File: src/rtl/core/tsu_pkg.sv
package tsu_pkg;

   localparam int MAX_TOKEN_LEN = 128;
   // run length counts up to one past the maximum so that an overlong token shows
   localparam int RUN_W = $clog2(MAX_TOKEN_LEN + 2);
   localparam int PREFIX_DEPTH = 7;
   localparam int QUEUE_DEPTH = 4;
   localparam int QPTR_W = $clog2(QUEUE_DEPTH);
   localparam int QCNT_W = $clog2(QUEUE_DEPTH + 1);
   localparam logic [30:0] INT_MAX = 31'h7FFF_FFFF;
   localparam logic [7:0] MAX_LEN_FIELD = 8'(MAX_TOKEN_LEN % 256);

   typedef enum logic [4:0] {
      KIND_END      = 5'd0,
      KIND_LPAREN   = 5'd1,
      KIND_RPAREN   = 5'd2,
      KIND_LBRACE   = 5'd3,
      KIND_RBRACE   = 5'd4,
      KIND_COMMA    = 5'd5,
      KIND_COLON    = 5'd6,
      KIND_ASSIGN   = 5'd7,
      KIND_DEF      = 5'd8,
      KIND_INTEGER  = 5'd9,
      KIND_STRING   = 5'd10,
      KIND_BOOLEAN  = 5'd11,
      KIND_BOOLCONST = 5'd12,
      KIND_IDENT    = 5'd13,
      KIND_INT      = 5'd14,
      KIND_STR      = 5'd15,
      KIND_ERROR    = 5'd16
   } kind_type;

   typedef enum logic [4:0] {
      MODE_IDLE   = 5'b00001,
      MODE_COLON  = 5'b00010,
      MODE_IDENT  = 5'b00100,
      MODE_NUMBER = 5'b01000,
      MODE_STRING = 5'b10000
   } mode_type;

   typedef struct packed {
      logic [7:0] ch;
      logic       at_end;
   } req_item_type;

   typedef struct packed {
      kind_type    kind;
      logic [30:0] int_value;
      logic        bool_value;
      logic [15:0] line_number;
      logic [31:0] start_offset;
      logic [7:0]  token_length;
      logic        last;
   } rsp_item_type;

   // up to two items per input byte, first one always filled before the second
   typedef struct packed {
      logic         valid0;
      logic         valid1;
      rsp_item_type item0;
      rsp_item_type item1;
   } push_type;

   typedef logic [PREFIX_DEPTH-1:0][7:0] name_prefix_type;

   typedef struct packed {
      logic     hit;
      kind_type kind;
   } kw_result_type;

   function automatic logic [7:0] len_field(input logic [RUN_W-1:0] len);
      logic [31:0] wide;
      wide = 32'(len);
      return wide[7:0];
   endfunction

   // keyword compare over the stored identifier prefix
   function automatic kw_result_type kw_lookup(input name_prefix_type p,
                                               input logic [RUN_W-1:0] len);
      kw_result_type r;
      r.hit = 1'b1;
      r.kind = KIND_IDENT;
      if (len == RUN_W'(3) && p[0] == "d" && p[1] == "e" && p[2] == "f") begin
         r.kind = KIND_DEF;
      end else if (len == RUN_W'(7) && p[0] == "i" && p[1] == "n" && p[2] == "t"
                   && p[3] == "e" && p[4] == "g" && p[5] == "e" && p[6] == "r") begin
         r.kind = KIND_INTEGER;
      end else if (len == RUN_W'(6) && p[0] == "s" && p[1] == "t" && p[2] == "r"
                   && p[3] == "i" && p[4] == "n" && p[5] == "g") begin
         r.kind = KIND_STRING;
      end else if (len == RUN_W'(7) && p[0] == "b" && p[1] == "o" && p[2] == "o"
                   && p[3] == "l" && p[4] == "e" && p[5] == "a" && p[6] == "n") begin
         r.kind = KIND_BOOLEAN;
      end else if (len == RUN_W'(5) && p[0] == "f" && p[1] == "a" && p[2] == "l"
                   && p[3] == "s" && p[4] == "e") begin
         r.kind = KIND_BOOLCONST;
      end else if (len == RUN_W'(4) && p[0] == "t" && p[1] == "r" && p[2] == "u"
                   && p[3] == "e") begin
         r.kind = KIND_BOOLCONST;
      end else begin
         r.hit = 1'b0;
      end
      return r;
   endfunction

endpackage

File: src/rtl/core/tsu_scan_core.sv
module tsu_scan_core
   import tsu_pkg::*;
(
   input  logic         clock,
   input  logic         reset,
   input  logic         step_valid,
   input  req_item_type step_item,
   output push_type     push
);

   mode_type          mode_ff, mode_in;
   name_prefix_type   prefix_ff, prefix_in;
   logic [RUN_W-1:0]  run_length_ff, run_length_in;
   logic [30:0]       number_acc_ff, number_acc_in;
   logic [15:0]       line_count_ff, line_count_in;
   logic [31:0]       byte_pos_ff, byte_pos_in;
   logic [31:0]       token_start_ff, token_start_in;

   logic [7:0]        ch;
   logic [3:0]        digit;
   logic              is_alpha, is_digit;
   logic              overlong;
   kw_result_type     kw;
   rsp_item_type      flush_tok, disp_tok, tok_a, tok_b;
   logic              flush_hit, disp_hit;
   logic [RUN_W-1:0]  run_ext;
   logic [34:0]       acc_next;

   function automatic rsp_item_type make_tok(input kind_type k, input logic [30:0] iv,
                                             input logic bv, input logic [15:0] ln,
                                             input logic [31:0] st, input logic [7:0] len);
      rsp_item_type t;
      t.kind = k;
      t.int_value = iv;
      t.bool_value = bv;
      t.line_number = ln;
      t.start_offset = st;
      t.token_length = len;
      t.last = 1'b0;
      return t;
   endfunction

   assign ch       = step_item.ch;
   assign digit    = 4'(ch - 8'h30);
   assign is_alpha = (ch >= "a" && ch <= "z") || (ch >= "A" && ch <= "Z");
   assign is_digit = ch >= "0" && ch <= "9";
   assign overlong = run_length_ff > RUN_W'(MAX_TOKEN_LEN);
   assign kw       = kw_lookup(prefix_ff, run_length_ff);
   assign run_ext  = overlong ? run_length_ff : run_length_ff + RUN_W'(1);
   assign acc_next = 35'({number_acc_ff, 3'b000}) + 35'({number_acc_ff, 1'b0}) + 35'(digit);

   // token pending in the current mode
   always_comb begin
      flush_hit = 1'b1;
      flush_tok = make_tok(KIND_ERROR, '0, 1'b0, line_count_ff, token_start_ff,
                           MAX_LEN_FIELD);
      case (mode_ff)
         MODE_COLON: begin
            flush_tok = make_tok(KIND_COLON, '0, 1'b0, line_count_ff, token_start_ff, 8'd1);
         end
         MODE_IDENT: begin
            if (!overlong) begin
               flush_tok = make_tok(kw.hit ? kw.kind : KIND_IDENT, '0,
                                    kw.hit && kw.kind == KIND_BOOLCONST && prefix_ff[0] == "t",
                                    line_count_ff, token_start_ff, len_field(run_length_ff));
            end
         end
         MODE_NUMBER: begin
            if (!overlong) begin
               flush_tok = make_tok(KIND_INT, number_acc_ff, 1'b0, line_count_ff,
                                    token_start_ff, len_field(run_length_ff));
            end
         end
         MODE_STRING: begin
            if (!overlong) begin
               flush_tok.token_length = len_field(run_length_ff);
            end
         end
         default: begin
            flush_hit = 1'b0;
         end
      endcase
   end

   // next state and result items for one accepted item
   always_comb begin
      logic do_flush, do_disp;
      mode_in        = mode_ff;
      prefix_in      = prefix_ff;
      run_length_in  = run_length_ff;
      number_acc_in  = number_acc_ff;
      line_count_in  = line_count_ff;
      byte_pos_in    = byte_pos_ff;
      token_start_in = token_start_ff;
      disp_hit       = 1'b0;
      disp_tok       = make_tok(KIND_ERROR, '0, 1'b0, line_count_ff, byte_pos_ff, 8'd1);
      tok_a          = flush_tok;
      tok_b          = flush_tok;
      do_flush       = 1'b0;
      do_disp        = 1'b0;
      push.valid0    = 1'b0;
      push.valid1    = 1'b0;

      if (step_item.at_end) begin
         mode_in = MODE_IDLE;
         do_flush = flush_hit;
         disp_hit = 1'b1;
         disp_tok = make_tok(KIND_END, '0, 1'b0, line_count_ff, byte_pos_ff, 8'd0);
      end else begin
         byte_pos_in = byte_pos_ff + 32'd1;
         case (mode_ff)
            MODE_COLON: begin
               if (ch == "=") begin
                  mode_in = MODE_IDLE;
                  disp_hit = 1'b1;
                  disp_tok = make_tok(KIND_ASSIGN, '0, 1'b0, line_count_ff,
                                      token_start_ff, 8'd2);
               end else begin
                  do_flush = 1'b1;
                  do_disp = 1'b1;
               end
            end
            MODE_IDENT: begin
               if (is_alpha || is_digit) begin
                  if (run_length_ff < RUN_W'(PREFIX_DEPTH)) begin
                     prefix_in[3'(run_length_ff)] = ch;
                  end
                  run_length_in = run_ext;
               end else begin
                  do_flush = 1'b1;
                  do_disp = 1'b1;
               end
            end
            MODE_NUMBER: begin
               if (is_digit) begin
                  number_acc_in = (acc_next > 35'(INT_MAX)) ? INT_MAX : acc_next[30:0];
                  if (run_length_ff < RUN_W'(PREFIX_DEPTH)) begin
                     prefix_in[3'(run_length_ff)] = ch;
                  end
                  run_length_in = run_ext;
               end else begin
                  do_flush = 1'b1;
                  do_disp = 1'b1;
               end
            end
            MODE_STRING: begin
               if (run_length_ff < RUN_W'(PREFIX_DEPTH)) begin
                  prefix_in[3'(run_length_ff)] = ch;
               end
               run_length_in = run_ext;
               if (ch == "\"") begin
                  mode_in = MODE_IDLE;
                  disp_hit = 1'b1;
                  if (run_ext > RUN_W'(MAX_TOKEN_LEN)) begin
                     disp_tok = make_tok(KIND_ERROR, '0, 1'b0, line_count_ff,
                                         token_start_ff, MAX_LEN_FIELD);
                  end else begin
                     disp_tok = make_tok(KIND_STR, '0, 1'b0, line_count_ff,
                                         token_start_ff, len_field(run_ext));
                  end
               end
            end
            default: begin
               do_disp = 1'b1;
            end
         endcase

         if (do_disp) begin
            mode_in = MODE_IDLE;
            if (ch == " " || ch == "\t") begin
               disp_hit = 1'b0;
            end else if (ch == "\n") begin
               if (line_count_ff != 16'hFFFF) begin
                  line_count_in = line_count_ff + 16'd1;
               end
            end else if (ch == "(" || ch == ")" || ch == "{" || ch == "}" || ch == ",") begin
               disp_hit = 1'b1;
               disp_tok.kind = (ch == "(") ? KIND_LPAREN :
                               (ch == ")") ? KIND_RPAREN :
                               (ch == "{") ? KIND_LBRACE :
                               (ch == "}") ? KIND_RBRACE : KIND_COMMA;
            end else if (ch == ":" || ch == "\"" || is_alpha || is_digit) begin
               mode_in = (ch == ":") ? MODE_COLON :
                         (ch == "\"") ? MODE_STRING :
                         is_alpha ? MODE_IDENT : MODE_NUMBER;
               token_start_in = byte_pos_ff;
               prefix_in[0] = ch;
               run_length_in = RUN_W'(1);
               if (is_digit) begin
                  number_acc_in = 31'(digit);
               end
            end else begin
               disp_hit = 1'b1;
            end
         end
      end

      if (do_flush) begin
         tok_a = flush_tok;
         tok_b = disp_tok;
         tok_b.last = 1'b1;
         push.valid0 = step_valid;
         push.valid1 = step_valid && disp_hit;
         tok_a.last = !disp_hit;
      end else begin
         tok_a = disp_tok;
         tok_a.last = 1'b1;
         push.valid0 = step_valid && disp_hit;
      end
      push.item0 = tok_a;
      push.item1 = tok_b;
   end

   always_ff @(posedge clock) begin
      if (reset) begin
         mode_ff        <= MODE_IDLE;
         run_length_ff  <= '0;
         number_acc_ff  <= '0;
         line_count_ff  <= 16'd1;
         byte_pos_ff    <= '0;
         token_start_ff <= '0;
      end else if (step_valid) begin
         mode_ff        <= mode_in;
         run_length_ff  <= run_length_in;
         number_acc_ff  <= number_acc_in;
         line_count_ff  <= line_count_in;
         byte_pos_ff    <= byte_pos_in;
         token_start_ff <= token_start_in;
      end
   end

   always_ff @(posedge clock) begin
      if (step_valid) begin
         prefix_ff <= prefix_in;
      end
   end

   a_line_nonzero: assert property (@(posedge clock) disable iff (reset)
      line_count_ff != 16'd0)
      else $error("line count reached zero");

   a_run_bounded: assert property (@(posedge clock) disable iff (reset)
      run_length_ff <= RUN_W'(MAX_TOKEN_LEN + 1))
      else $error("run length past overlong mark");

   a_pos_advance: assert property (@(posedge clock) disable iff (reset)
      (step_valid && !step_item.at_end) |=> byte_pos_ff == $past(byte_pos_ff) + 32'd1)
      else $error("byte position did not advance");

endmodule

File: src/rtl/core/tsu_out_queue.sv
module tsu_out_queue
   import tsu_pkg::*;
(
   input  logic         clock,
   input  logic         reset,
   input  push_type     push,
   output logic         room,
   output logic         rsp_valid,
   input  logic         rsp_ready,
   output rsp_item_type rsp_item
);

   rsp_item_type       slot_ff [QUEUE_DEPTH];
   logic [QPTR_W-1:0]  wr_ptr_ff, wr_ptr_in;
   logic [QPTR_W-1:0]  rd_ptr_ff, rd_ptr_in;
   logic [QCNT_W-1:0]  count_ff, count_in;
   logic               pop;

   // room for two items, so a byte that yields two never waits
   assign room      = count_ff <= QCNT_W'(QUEUE_DEPTH - 2);
   assign rsp_valid = count_ff != '0;
   assign rsp_item  = slot_ff[rd_ptr_ff];
   assign pop       = rsp_valid && rsp_ready;

   always_comb begin
      wr_ptr_in = wr_ptr_ff + QPTR_W'(push.valid0) + QPTR_W'(push.valid1);
      rd_ptr_in = rd_ptr_ff + QPTR_W'(pop);
      count_in  = count_ff + QCNT_W'(push.valid0) + QCNT_W'(push.valid1) - QCNT_W'(pop);
   end

   always_ff @(posedge clock) begin
      if (reset) begin
         wr_ptr_ff <= '0;
         rd_ptr_ff <= '0;
         count_ff  <= '0;
      end else begin
         wr_ptr_ff <= wr_ptr_in;
         rd_ptr_ff <= rd_ptr_in;
         count_ff  <= count_in;
      end
   end

   always_ff @(posedge clock) begin
      if (push.valid0) begin
         slot_ff[wr_ptr_ff] <= push.item0;
      end
      if (push.valid1) begin
         slot_ff[wr_ptr_ff + QPTR_W'(1)] <= push.item1;
      end
   end

   a_count_bound: assert property (@(posedge clock) disable iff (reset)
      count_ff <= QCNT_W'(QUEUE_DEPTH))
      else $error("queue over capacity");

   a_push_order: assert property (@(posedge clock) disable iff (reset)
      push.valid1 |-> push.valid0)
      else $error("second item pushed without first");

   a_drain: assert property (@(posedge clock) disable iff (reset)
      (count_ff == QCNT_W'(1) && pop && !push.valid0) |=> count_ff == '0)
      else $error("queue failed to drain");

endmodule

File: src/rtl/core/token_scanner_unit.sv
// a result item is written into the result queue as the byte that causes it is taken, then offered on rsp in order
// throughput: one byte per cycle while req_ready is high; a byte that yields two items offers them on rsp in turn
// req_ready holds while the four-entry result queue has room for two items
// reset (synchronous, active high): scanner idle, line count one, byte position zero,
// result queue empty; the identifier prefix store is not cleared
module token_scanner_unit
   import tsu_pkg::*;
(
   input  logic         clock,
   input  logic         reset,
   input  logic         req_valid,
   output logic         req_ready,
   input  req_item_type req_item,
   output logic         rsp_valid,
   input  logic         rsp_ready,
   output rsp_item_type rsp_item
);

   logic     step_valid;
   push_type push;
   logic     room;

   // an item is taken whenever the queue can absorb its worst case of two results
   assign req_ready  = room;
   assign step_valid = req_valid && req_ready;

   // scanner state and per-byte token decisions
   tsu_scan_core u_scan (
      .clock     (clock),
      .reset     (reset),
      .step_valid(step_valid),
      .step_item (req_item),
      .push      (push)
   );

   // result queue, decouples result stalls from byte intake
   tsu_out_queue u_queue (
      .clock    (clock),
      .reset    (reset),
      .push     (push),
      .room     (room),
      .rsp_valid(rsp_valid),
      .rsp_ready(rsp_ready),
      .rsp_item (rsp_item)
   );

endmodule
File: config.mk
export PLATFORM = sky130hd
export DESIGN_NAME = token_scanner_unit
export DESIGN_NICKNAME = d
export VERILOG_FILES = /design/src/rtl/core/tsu_pkg.sv /design/src/rtl/core/tsu_scan_core.sv /design/src/rtl/core/tsu_out_queue.sv /design/src/rtl/core/token_scanner_unit.sv
export SDC_FILE = /design/constraint.sdc
export NUM_CORES = 1
export LEC_CHECK = 0
export BUFFER_PORTS_ARGS = -buffer_cell sky130_fd_sc_hd__buf_2
export CORE_ASPECT_RATIO = 2
export CORE_MARGIN = 1.5
export CORE_UTILIZATION = 35
export DETAILED_ROUTE_END_ITERATION = 8
export SLEW_MARGIN = 20
export SYNTH_ARGS = -nofsm -noshare
export SYNTH_HDL_FRONTEND = slang
export SYNTH_SLANG_ARGS = --single-unit
export TNS_END_PERCENT = 5
File: constraint.sdc
create_clock -name clock -period 9.6 [get_ports clock]
set_clock_uncertainty 0.15 [all_clocks]
set_input_delay 0.48 -clock clock [delete_from_list [all_inputs] [get_ports clock]]
set_output_delay 0.48 -clock clock [all_outputs]
set_load 0.1 [all_outputs]
==> reports/qor.yml <==
run_status:
  outcome: "complete, no violations"
clocking:
  post_cts_buffers: 0
  ctsRootBufferMaster: "clkbuf_16"
  htree_num_levels: 2
  cts_tree: "yes"
  cts.sinks: 563
  clk_pin_slew_ns: 0.08
  insertion_delay_ns: 0.61
  cts_max_path_buffers: 3
  holdBufCountCts: 0
  cts_buffers: 50
  post_cts_resized: 0
synth:
  synth.area.top_cells: "edfxtp_1, dfxtp_1, mux4_2"
  ys_warn_count: 0
  yosysMostFrequentCell: "edfxtp_1"
  avgSynthCellArea_um2: 12.17
  synth-edff-count: 432
  ys_top_cells_by_count: "edfxtp_1, nor2_1, nand2_1"
  synth-seq-area-share: 0.5512
  synthCells: 2324
  synth_top_area_cell: "edfxtp_1"
  synthFlopType: "edfxtp_1"
  syn_area_um2: 28290
  async_reset_ff_frac: 0
  yosys_register_bits: 563
  yosys.cell_types.count: 84
  yosysTopAreaCellShare: 0.4585
  syn_nets: 2413
floorplan:
  die-height_um: 405.1
  start_util: 0.3528
  fp.dieW_um: 204.1
  fp-row-count: 147
  io-pin-count: 109
  core_um2: 80190
  dieArea_um2: 82660
place:
  port_buffers: 108
  placed_cell_area_um2: 29780
  place_worst_setup_slack_ns: 4.050
  dp_hpwl_mm: 52.94
  placedCellCount: 3355
  globalplace.congestion: 0.9285
worst_setup_path:
  critPathKind: "flop to flop"
  r2r_cells: 11
  cp_max_fo: 53
  required_ns: 9.67
  worstPathArrival_ns: 5.24
  worst-r2r-setup-slack_ns: 4.42
  worstSetupStartpointType: "flop"
  setup.worst_path.end_class: "flop"
grt:
  grt_pass1_vias: 19690
  grt_max_degree: 67
  antenna_found_initial: 1
  grt_usage: 0.1876
  overflow: 0
  grt_pass1_wl_mm: 117.9
sta:
  rsz0062_at_grt: "no"
  relSlewSlack: 0.3020
  slew_violations: 0
  fin_crit_sh: 0.5393
  hold_violations: 0
  final.min_clock_period_ns: 5.177
  max_freq_mhz: 193.2
  setup_viol: 0
  worst_pin_slew_ns: 1.047
  setup_slack_ns: 4.423
detailed_routing:
  viasPerCell: 5.470
  wire_per_inst_um: 22.54
  wl_mm: 77.73
  via_count: 18860
  firstDrtPassIters: 7
  antenna_left: 0
  dr.first_iter.drc_count: 1140
  drc: 0
final_layout:
  final_nets: 2453
  seq_area_um2: 15600
  post-route-util: 0.3915
  fillCellCount: 7661
  postLayoutCellArea_um2: 31400
  multi_input_area_um2: 11970
  drive_above_1_share: 0.1963
  syn_to_final_growth_pct: 10.97
  stdcell_count: 3448
power:
  leakage_nw: 11.49
  power_density_nw_per_um2: 231.4
  ir_drop_v: 0.0002035
flow_run:
  cap_violations: 0
worst_hold_path:
  min_path_cells: 3
  hold_class: "input pin to flop"
final cells by class:
cell class	instances	share of cell area
diodes	1	0.00007970
clock buffers	71	0.04427
clock inverters	21	0.007053
inverters	41	0.004902
multi-input cells	1572	0.3812
flip-flops and latches	563	0.4969
well taps	1043	0.04156
repair buffers	136	0.02399
worst max-delay path: stages (launching register included):
cell	delay, ns
dfxtp_1	0.36
nor3_1	0.34
nor2b_1	0.32
o311ai_2	0.18
and3_1	0.25
nor4_2	0.34
or2_1	0.39
nand2_2	0.24
nor2_4	0.17
buf_4	0.49
a31o_4	0.72
buf_4	0.75
cell families after synthesis:
kind of cell | after synthesis | share of synthesized area
XOR/XNOR | 69 | 0.02136
AND/OR/NAND/NOR | 793 | 0.1331
buffers and inverters | 189 | 0.02914
multiplexers | 306 | 0.1560
adder cells (fa/ha/maj) | 76 | 0.03493
flip-flops | 563 | 0.5512
AO/OA/AOI/OAI | 328 | 0.07433
layout by cell type (no fill, tap or decap), types with 9 or more instances in the layout:
| cell type | count |
|---|---|
| mux2i_1 | 72 |
| nand2b_1 | 11 |
| xnor2_1 | 27 |
| a211oi_1 | 23 |
| a21oi_1 | 115 |
| and2_1 | 16 |
| mux4_2 | 94 |
| and4_1 | 13 |
| o211ai_1 | 9 |
| or3_1 | 25 |
| nand3_1 | 46 |
| and3_1 | 22 |
| nand4_1 | 24 |
| nand2_1 | 165 |
| o22ai_1 | 11 |
| nor3_1 | 37 |
| edfxtp_1 | 432 |
| mux2_1 | 19 |
| o31ai_1 | 9 |
| dfxtp_1 | 129 |
| or2_2 | 9 |
| nor4_1 | 10 |
| nor2b_1 | 18 |
| inv_1 | 41 |
| mux2_2 | 121 |
| a21o_1 | 13 |
| a22oi_1 | 10 |
| nor2_1 | 338 |
| buf_2 | 107 |
| o21ai_0 | 72 |
| xor2_1 | 42 |
| buf_4 | 29 |
| clkbuf_16 | 50 |
| ha_1 | 71 |
| clkbuf_1 | 15 |
stage by stage:
stage	hold WS [ns]	setup TNS (ns)	total power, mW
floorplan	0.3087	-54.31	4.888
global placement	0.3197	0	5.319
detailed placement	0.3431	0	5.333
CTS	0.1955	0	7.357
global route	0.2341	0	7.499
finish	0.2255	0	7.266
registers in the layout, summed over array words and instances, names as in the netlist, 3 cells and up, named ones only:
register,count
u_scan.byte_pos_ff,32
u_scan.mode_ff,5
u_scan.number_acc_ff,27
u_scan.line_count_ff,16
u_queue.slot_ff,376
u_scan.run_length_ff,8
u_scan.token_start_ff,32
u_scan.prefix_ff,56
u_queue.count_ff,3
layer usage:
layer	wire length, µm	vias to the layer above	GRT usage	share of wire
li1	-	8750	-	-
met3	3096	141	0.02303	0.040
met1	28850	9473	0.2042	0.37
met5	9	-	0	0.00012
met2	42490	495	0.3580	0.55
met4	3288	2	0.08256	0.042
final timing paths:
check	start	to
setup / recovery	u_scan.mode_ff[0]	u_queue.slot_ff[1][77]
hold / removal	req_item[8]	u_scan.prefix_ff[39]
setup reg to reg	u_scan.mode_ff[0]	u_queue.slot_ff[1][77]
hold reg to reg	u_scan.token_start_ff[27]	u_scan.token_start_ff[27]
where the power goes:
| group | internal, mW | switching (mW) | leakage (nW) |
|---|---|---|---|
| Clock | 1.10 | 0.925 | 0.784 |
| Sequential | 2.80 | 0.108 | 4.94 |
| Combinational | 0.459 | 1.87 | 5.77 |
| Total | 4.36 | 2.91 | 11.5 |
(Power assumes the default switching activity.)
